<file path="src/hdl/oil_pkg.sv">
`timescale 1ns / 1ps
// Shared types and codes for the ordered identifier list engine.
// Depends on nothing; every other file refers to it by scoped names.
package oil_pkg;

  localparam int DEF_CAPACITY = 64;

  localparam logic [1:0] CMD_APPEND = 2'd0;
  localparam logic [1:0] CMD_SEARCH = 2'd1;
  localparam logic [1:0] CMD_REMOVE = 2'd2;

  localparam logic [1:0] STATUS_DONE      = 2'd0;
  localparam logic [1:0] STATUS_NOT_FOUND = 2'd1;
  localparam logic [1:0] STATUS_FULL      = 2'd2;

  typedef struct packed {
    logic [1:0]         command;
    logic signed [31:0] entry_id;
    logic [31:0]        entry_score;
  } in_req_t;

  typedef struct packed {
    logic [1:0]  status;
    logic [5:0]  position;
    logic [31:0] found_score;
    logic [6:0]  entry_count;
  } out_rsp_t;

  typedef struct packed {
    logic signed [31:0] entry_id;
    logic [31:0]        entry_score;
  } entry_t;

endpackage

</file>
<file path="src/hdl/oil_out.sv">
`timescale 1ns / 1ps
// Output register stage for the result channel of the list engine.
// Depends on oil_pkg for the result type.
module oil_out (
  input  logic             clk,
  input  logic             rst_n,
  input  logic             push,
  input  oil_pkg::out_rsp_t push_data,
  output logic             can_push,
  output logic             out_valid,
  input  logic             out_ready,
  output oil_pkg::out_rsp_t out_data
);

  logic              valid_r;
  logic              valid_nxt;
  oil_pkg::out_rsp_t data_r;

  assign can_push  = !valid_r || out_ready;
  assign out_valid = valid_r;
  assign out_data  = data_r;

  always_comb begin
    valid_nxt = valid_r;
    if (push) begin
      valid_nxt = 1'b1;
    end else if (out_ready) begin
      valid_nxt = 1'b0;
    end
  end

  always_ff @(posedge clk) begin
    if (!rst_n) begin
      valid_r <= 1'b0;
    end else begin
      valid_r <= valid_nxt;
    end
    if (push) begin
      data_r <= push_data;
    end
  end

endmodule
</file>
<file path="config.mk">
export PLATFORM = sky130hd
export DESIGN_NAME = oil_out
export DESIGN_NICKNAME = d
export VERILOG_FILES = /design/src/hdl/oil_pkg.sv /design/src/hdl/oil_out.sv
export SDC_FILE = /design/constraint.sdc
export NUM_CORES = 1
export LEC_CHECK = 0
export ABC_AREA = 0
export ABC_CLOCK_PERIOD_IN_PS = 800
export BUFFER_PORTS_ARGS = -buffer_cell sky130_fd_sc_hd__buf_4
export CAP_MARGIN = 10
export CELL_PAD_IN_SITES_DETAIL_PLACEMENT = 0
export CELL_PAD_IN_SITES_GLOBAL_PLACEMENT = 1
export CORE_AREA = 2 2 71 73
export DETAILED_ROUTE_END_ITERATION = 7
export DIE_AREA = 0 0 73 75
export HOLD_SLACK_MARGIN = 0.03
export PLACE_DENSITY_LB_ADDON = 0.2
export SLEW_MARGIN = 5
export SYNTH_ARGS = -nofsm -noshare
export SYNTH_HDL_FRONTEND = slang
export SYNTH_SLANG_ARGS = --single-unit
</file>
<file path="constraint.sdc">
create_clock -name clk -period 0.8 [get_ports clk]
set_input_delay 0.12 -clock clk [delete_from_list [all_inputs] [get_ports clk]]
set_output_delay 0.12 -clock clk [all_outputs]
set_load 0.1 [all_outputs]
</file>
# Yosys cells after proc, flatten, opt, wreduce, memory -nomap -nowiden
# Index checks and enable logic that the tools add are counted.
dict set report op_classes {
  mux 2
  n_reduce_logical 3
}
# cell n
set ops {}
lappend ops {{$mux W1} 2}
lappend ops {{$reduce_bool A2 Y1} 1}
lappend ops {{$logic_not A1 Y1} 1}
lappend ops {{$logic_or A1 B1 Y1} 1}
dict set report totals {
  ff_bits 48
  in_bits 51
  out_inout_bits 49
  wordCells 10
}

# Longest topological paths before layout
# Gate-level depths: netlist of run 1.
dict set report depth {
  word_depth 2
  mapped_depth 2
  ltp_nobuf 2
}

# Least setup slack after synthesis of run 1
# OpenSTA, ideal clock, no wires.
dict set report synth_path {
  kind {flip-flop to flip-flop}
  from {register out_valid (netlist name)}
  to {register valid_r (netlist: out_valid)}
  setup_time_ns 0.070
  t_arrival_ns 1.560
  required_time_ns 0.730
  slack_ns -0.831
  path_stages_with_launch 3
  path_buffers 0
  period_less_slack_ns 1.631
  cell_sequence {dfxtp_1 > nand2b_4 > a21boi_2}
}
# item line
set synth_rtl {}
lappend synth_rtl {{end signal, assigned} oil_out.sv:36} ;# valid_r <= valid_nxt;
lappend synth_rtl {{end, declared} oil_out.sv:15} ;# logic valid_r;

# Final worst setup path of run 1
dict set report layout_path {
  from {register valid_r (netlist: out_valid)}
  to {output port can_push}
}
dict set report layout_between {
  elab_chain_len 2
}
# item line
set layout_lines {}
lappend layout_lines {{$logic_not A1 Y1} oil_out.sv:19} ;# assign can_push = !valid_r || out_ready;
lappend layout_lines {{$logic_or A1 B1 Y1} oil_out.sv:19}
lappend layout_lines {{end, declared} oil_out.sv:9} ;# output logic can_push,
# No other way between the ends.

==> metrics.md, run 1 <==
| Metric | Value |
|---|---|
| Initial core utilization | 31.3% |
| Max Fclk | 971 MHz |
| Core area | 4660 sq um |
| Row count | 25 |
| Failing checks | setup timing |
| VDD IR max | 1290 uV |
| Crit end category | output port |
| Dominant synthesized flop cell | edfxtp_1 |
| Syn-to-layout area delta | 113% |
| Die width | 73 um |
| RePlAce Congestion | 0.612 |
| Synth async-reset ratio | 0% |
| Yosys top cell by area | edfxtp_1 |
| Gr usage total | 13.5% |
| Max stage delay cell, worst path | dfxtp_4 |
| Mapped Area | 1460 sq um |
| #FFs+latches synth | 48 |
| Initial antenna violation count | 0 |
| CTS H-tree depth | 2 |
| Lkg Pwr | 1.30 nW |
| Design Area, Final | 3100 sq um |
| Max_slew headroom | 86.1% |
| Final Max Tran Viols | 0 |
| CP Buf/Inv Count | 1 |
| Clock sink total | 48 |
| Area after DPL | 2310 sq um |
| Largest cells by area after synthesis | edfxtp_1 97%, dfxtp_1 1.4%, nand2b_4 0.94% |
| Count leader, synth | edfxtp_1 |
| Worst hold slack | 0.0747 ns |
| Grt total ovfl | 0 |
| Unrepaired setup endpoints after global routing | yes |
| Post-synth top area share | 96.7% |
| Final Core Density | 66.6% |
| Net Count, Synth | 102 |
| Max-Cap Viols | 0 |
| Slack of the critical path | -0.230 ns |
| CTS root buf | clkbuf_8 |
| CTS buffer count | 5 |
| Hold WC Path Type | input port to flop |
| Average vias per placed instance | 4.11 |
| Die area | 5480 sq um |
| CP delay by family, top | flip-flops |
| Setup crit start kind | flop |
| Avg Cell Area, Syn | 28.6 sq um |
| Worst Path Arrival | 0.91 ns |
| IO Pins | 100 |
| Setup Skew | 0 ns |
| Diodes inserted | 0 |
| Fin nets | 258 |
| Status | finished with violations |
| Final period utilization | 129% |
| Largest net degree at the start of global routing | 27 |
| Residual DRC count | 0 |
| Worst slack, placed | 0.00115 ns |
| Vias in the first global route | 1,177 |
| First-pass GRT wire length | 5300 um |
| Post-synth EDFFs | 47 |
| Die H | 75 um |
| Largest stage delay, worst path | 0.37 ns |
| CTS max path bufs | 2 |
| Power density over cell area | 2270 nW/um^2 |
| Vias | 1,076 |
| Worst-path fanout max | 2 |
| First DRT Iteration DRCs | 27 |
| Gate Count Post-Synth | 51 |
| Final Hold Fails | 0 |
| CP required | 0.68 ns |
| Drt wl/cell | 13.9 um |
| Final WL | 3630 um |
| Distinct cells, synth | 5 |
| Routed Antenna Nets | 0 |
| CP Class | flop to output port |
| Worst slew pin tran | 0.209 ns |
| Synth warn | 0 |
| Setup violators final | 49 |
| Top cells by count, synth | 47 x edfxtp_1, 1 x a21boi_2, 1 x dfxtp_1, 1 x inv_1, 1 x nand2b_4 |
| Sequential area share after synthesis | 98.0% |
| Detailed Routing Iterations Pass 1 | 3 |
| CP cell instances | nand2b_4 -> buf_12 |
| I/O Buffers | 99 |
| Final Total Pwr | 7.05 mW |
| Crit path time final | 1.03 ns |
| Worst skew pair latency | 0.29 ns |
| CTS tree | yes |
| Share of post-route cells with drive strength above 1 | 53.4% |
| Register clock-pin slew on the reported worst setup and hold paths | 0.08 ns |
-- logic make-up after synthesis --
kind of cell	count (synthesis)	synth area share (%)
AOI/OAI and AO/OA	1	0.771
buffers and inverters	1	0.257
DFF	48	98.0
and+or+nand+nor	1	0.942
-- flip-flops by register name, summed over array words and instances (netlist names) --
signal	cells
out_data	47
out_valid	1
-- worst reg2reg max path, stage by stage, from the launching register on --
cell and delay (ns):
dfxtp_4 0.38, nand2b_4 0.07, buf_4 0.13, a21boi_2 0.10
-- area by class of cell --
type,instances,area [sq um]
timing repair buffer,149,1470
clock buffer,5,68.8
inverter,1,3.75
tap,54,67.6
clock inverter,3,37.5
sequential,48,1440
fill,320,1560
multi-input combinational,2,25.0
-- routing by layer --
metal / track usage [%] / vias to the layer above / part of all wire [%]
met5: 0 / - / 0
met4: 4.94 / 0 / 1.4
met3: 6.56 / 6 / 9.7
met2: 25.7 / 65 / 56
met1: 12.1 / 494 / 33
li1: - / 511 / -
-- final timing paths --
path,cells after the start,end,slack [ns],start
setup / recovery,2,can_push,-0.23,out_valid
setup reg to reg,3,out_valid,0.05,out_valid
hold / removal,2,out_valid,0.07,rst_n
hold reg to reg,3,out_valid,0.62,out_valid
-- cell usage in the layout, fill, tap and decap left out --
master,Yosys,final
buf_6,0,45
a21boi_2,1,1
bufinv_16,0,1
edfxtp_1,47,47
buf_12,0,3
clkinv_1,0,2
buf_8,0,3
clkbuf_8,0,5
dfxtp_4,0,1
nand2b_4,1,1
inv_1,1,1
dlygate4sd3_1,0,47
buf_4,0,51
-- where the power goes --
| group | switching [mW] | internal (mW) |
|---|---|---|
| registers | 0.0936 | 2.98 |
| clock network | 0.737 | 0.910 |
| logic | 1.62 | 0.703 |
| total | 2.45 | 4.59 |
-- through the flow --
stage | setup TNS [ns] | cells
final | -9.72 | 262
after global routing | -11.52 | 262
after CTS | -10.56 | 262
after detailed placement | 0 | 206
after global placement | 0 | 206
after floorplan | -10.86 | 51
-- what timing repair did --
item / CTS / global route
endpoints found under the hold margin: 47 / 0
resized for setup: 51 / 3
setup endpoints to repair: 49 / 49
setup buffers: 1 / 0
hold buffers: 47 / 0
(Power assumes the default switching activity.)
==> run 2, diff against run 1 <==
Settings changed: PLACE_DENSITY_LB_ADDON 0.2 to 0.1.
==> metrics.md, run 2 (synthesis results as in run 1) <==
| Metric | Value |
|---|---|
| Status | finished with violations |
| Failing checks | setup timing |
| Vias | 1,085 (+0.84%) |
| RePlAce Congestion | 0.630 (+2.9%) |
| Initial core utilization | 31.3% (unchanged) |
| Grt total ovfl | 0 (unchanged) |
| Largest net degree at the start of global routing | 24 (-11%) |
| Core area | 4660 sq um (unchanged) |
| Largest stage delay, worst path | 0.41 ns (+0.04 ns) |
| Drt wl/cell | 13.4 um (-3.1%) |
| Worst-path fanout max | 1 (-1) |
| IO Pins | 100 (unchanged) |
| Final Core Density | 66.3% (-0.32 points) |
| Worst Path Arrival | 0.91 ns (about the same) |
| Final WL | 3530 um (-2.8%) |
| CTS max path bufs | 2 (unchanged) |
| CP delay by family, top | flip-flops |
| Final period utilization | 129% (about the same) |
| CTS tree | yes |
| Lkg Pwr | 1.30 nW (-0.22%) |
| M1 WL | 1110 um (-6.7%) |
| Hold WC Path Type | input port to flop |
| Setup crit start kind | flop |
| Die H | 75 um (unchanged) |
| Placed insts | 207 (+0.49%) |
| Met2 routed WL | 2080 um (+2.1%) |
| Clock sink total | 48 (unchanged) |
| Residual DRC count | 0 (unchanged) |
| Most frequent cells in the layout | 52 x buf_4, 47 x dlygate4sd3_1, 47 x edfxtp_1, 46 x buf_6, 5 x clkbuf_8 |
| Detailed Routing Iterations Pass 1 | 3 (unchanged) |
| VDD IR max | 1300 uV (+1.4%) |
| Routed Antenna Nets | 0 (unchanged) |
| Row count | 25 (unchanged) |
| Max-Cap Viols | 0 (unchanged) |
| I/O Buffers | 99 (unchanged) |
| First-pass GRT wire length | 5220 um (-1.6%) |
| Average vias per placed instance | 4.13 (+0.45%) |
| Setup TNS Final | -9.66 ns (+0.0629 ns) |
| Final Max Tran Viols | 0 (unchanged) |
| First DRT Iteration DRCs | 34 (+26%) |
| CTS root buf | clkbuf_8 |
| DR top layer | met4 |
| Die width | 73 um (unchanged) |
| Design Area, Final | 3090 sq um (-0.48%) |
| CTS buffer count | 5 (unchanged) |
| Slack of the critical path | -0.231 ns (-0.000867 ns) |
| Initial antenna violation count | 0 (unchanged) |
| Die area | 5480 sq um (unchanged) |
| CP required | 0.68 ns (about the same) |
| Worst slew pin tran | 0.209 ns (+0.000227 ns) |
| Vias in the first global route | 1,195 (+1.5%) |
| CTS H-tree depth | 2 (unchanged) |
| Setup Skew | 0 ns (unchanged) |
| Max_slew headroom | 86.1% (about the same) |
| Final Total Pwr | 6.73 mW (-4.5%) |
| Setup violators final | 49 (unchanged) |
| Final Instance Count excl. Fillers | 263 (+0.38%) |
| Fin nets | 259 (+0.39%) |
| Area after DPL | 2320 sq um (+0.32%) |
| CP Class | flop to output port |
| Max stage delay cell, worst path | edfxtp_1 |
| Commonest non-fill, non-tap cell in the layout | buf_4 |
| Worst skew pair latency | 0.28 ns (about the same) |
| Unrepaired setup endpoints after global routing | yes |
| CP Buf/Inv Count | 1 (unchanged) |
| Largest register FFs | 47 (unchanged) |
| Power density over cell area | 2180 nW/um^2 (-4.1%) |
| Max Fclk | 970 MHz (about the same) |
| Crit end category | output port |
| Final Hold Fails | 0 (unchanged) |
| Crit path time final | 1.03 ns (+0.000867 ns) |
| Met3 routed WL | 269 um (-24%) |
| Worst slack, placed | -0.00272 ns (-0.00388 ns) |
| Diodes inserted | 0 (unchanged) |
| CP cell instances | buf_6 |
| Syn-to-layout area delta | 111% |
| Register clock-pin slew on the reported worst setup and hold paths | 0.08 ns (about the same) |
| Worst hold slack | 0.0741 ns (-0.000578 ns) |
| Share of post-route cells with drive strength above 1 | 54.1% (+0.70 points) |
| R2R Setup Slk | 0.07 ns (+0.02 ns) |
| Gr usage total | 13.4% (-0.048 points) |
## run 2: cell types whose count changed in the layout (fill, tap and decap cells not counted)
cell       delta
buf_8         -2
buf_6         +1
clkinv_2      +2
clkinv_1      -1
bufinv_16     -1
buf_4         +1
buf_12        +1
## run 2: cell type report
cell class	count	area, sq um
multi-input cells	2	25.0
fillers	321	1570
well taps	54	67.6
clock buffers	5	68.8
repair buffers	150	1470
clock inverters	3	13.8
inverters	1	3.75
flip-flops and latches	48	1440
## run 2: what timing repair did
action | CTS | global route
hold buffers | 47 | 0
hold endpoints to repair | 47 | 0
resized for setup | 51 | 3
setup endpoints to repair | 49 | 49
setup buffers | 1 | 0
gates cloned | 0 | 0
## run 2: layer usage
layer,track usage [%],vias to the layer above
li1,-,515
met1,11.7,502
met2,26.2,60
met3,5.35,8
met4,6.38,0
met5,0,-
## run 2: path summary, 6_finish.rpt
check,start,endpoint,depth (start not counted)
worst min-delay path,rst_n,out_valid,2
worst min register to register,out_valid,out_valid,3
worst max register to register,out_valid,out_valid,3
worst max-delay path,out_data[19],out_data[19],1
## run 2: report_power, final
part	leakage (nW)	internal (mW)	switching, mW
clock network	0.0453	0.594	0.733
logic	0.785	0.707	1.62
registers	0.469	2.98	0.0919
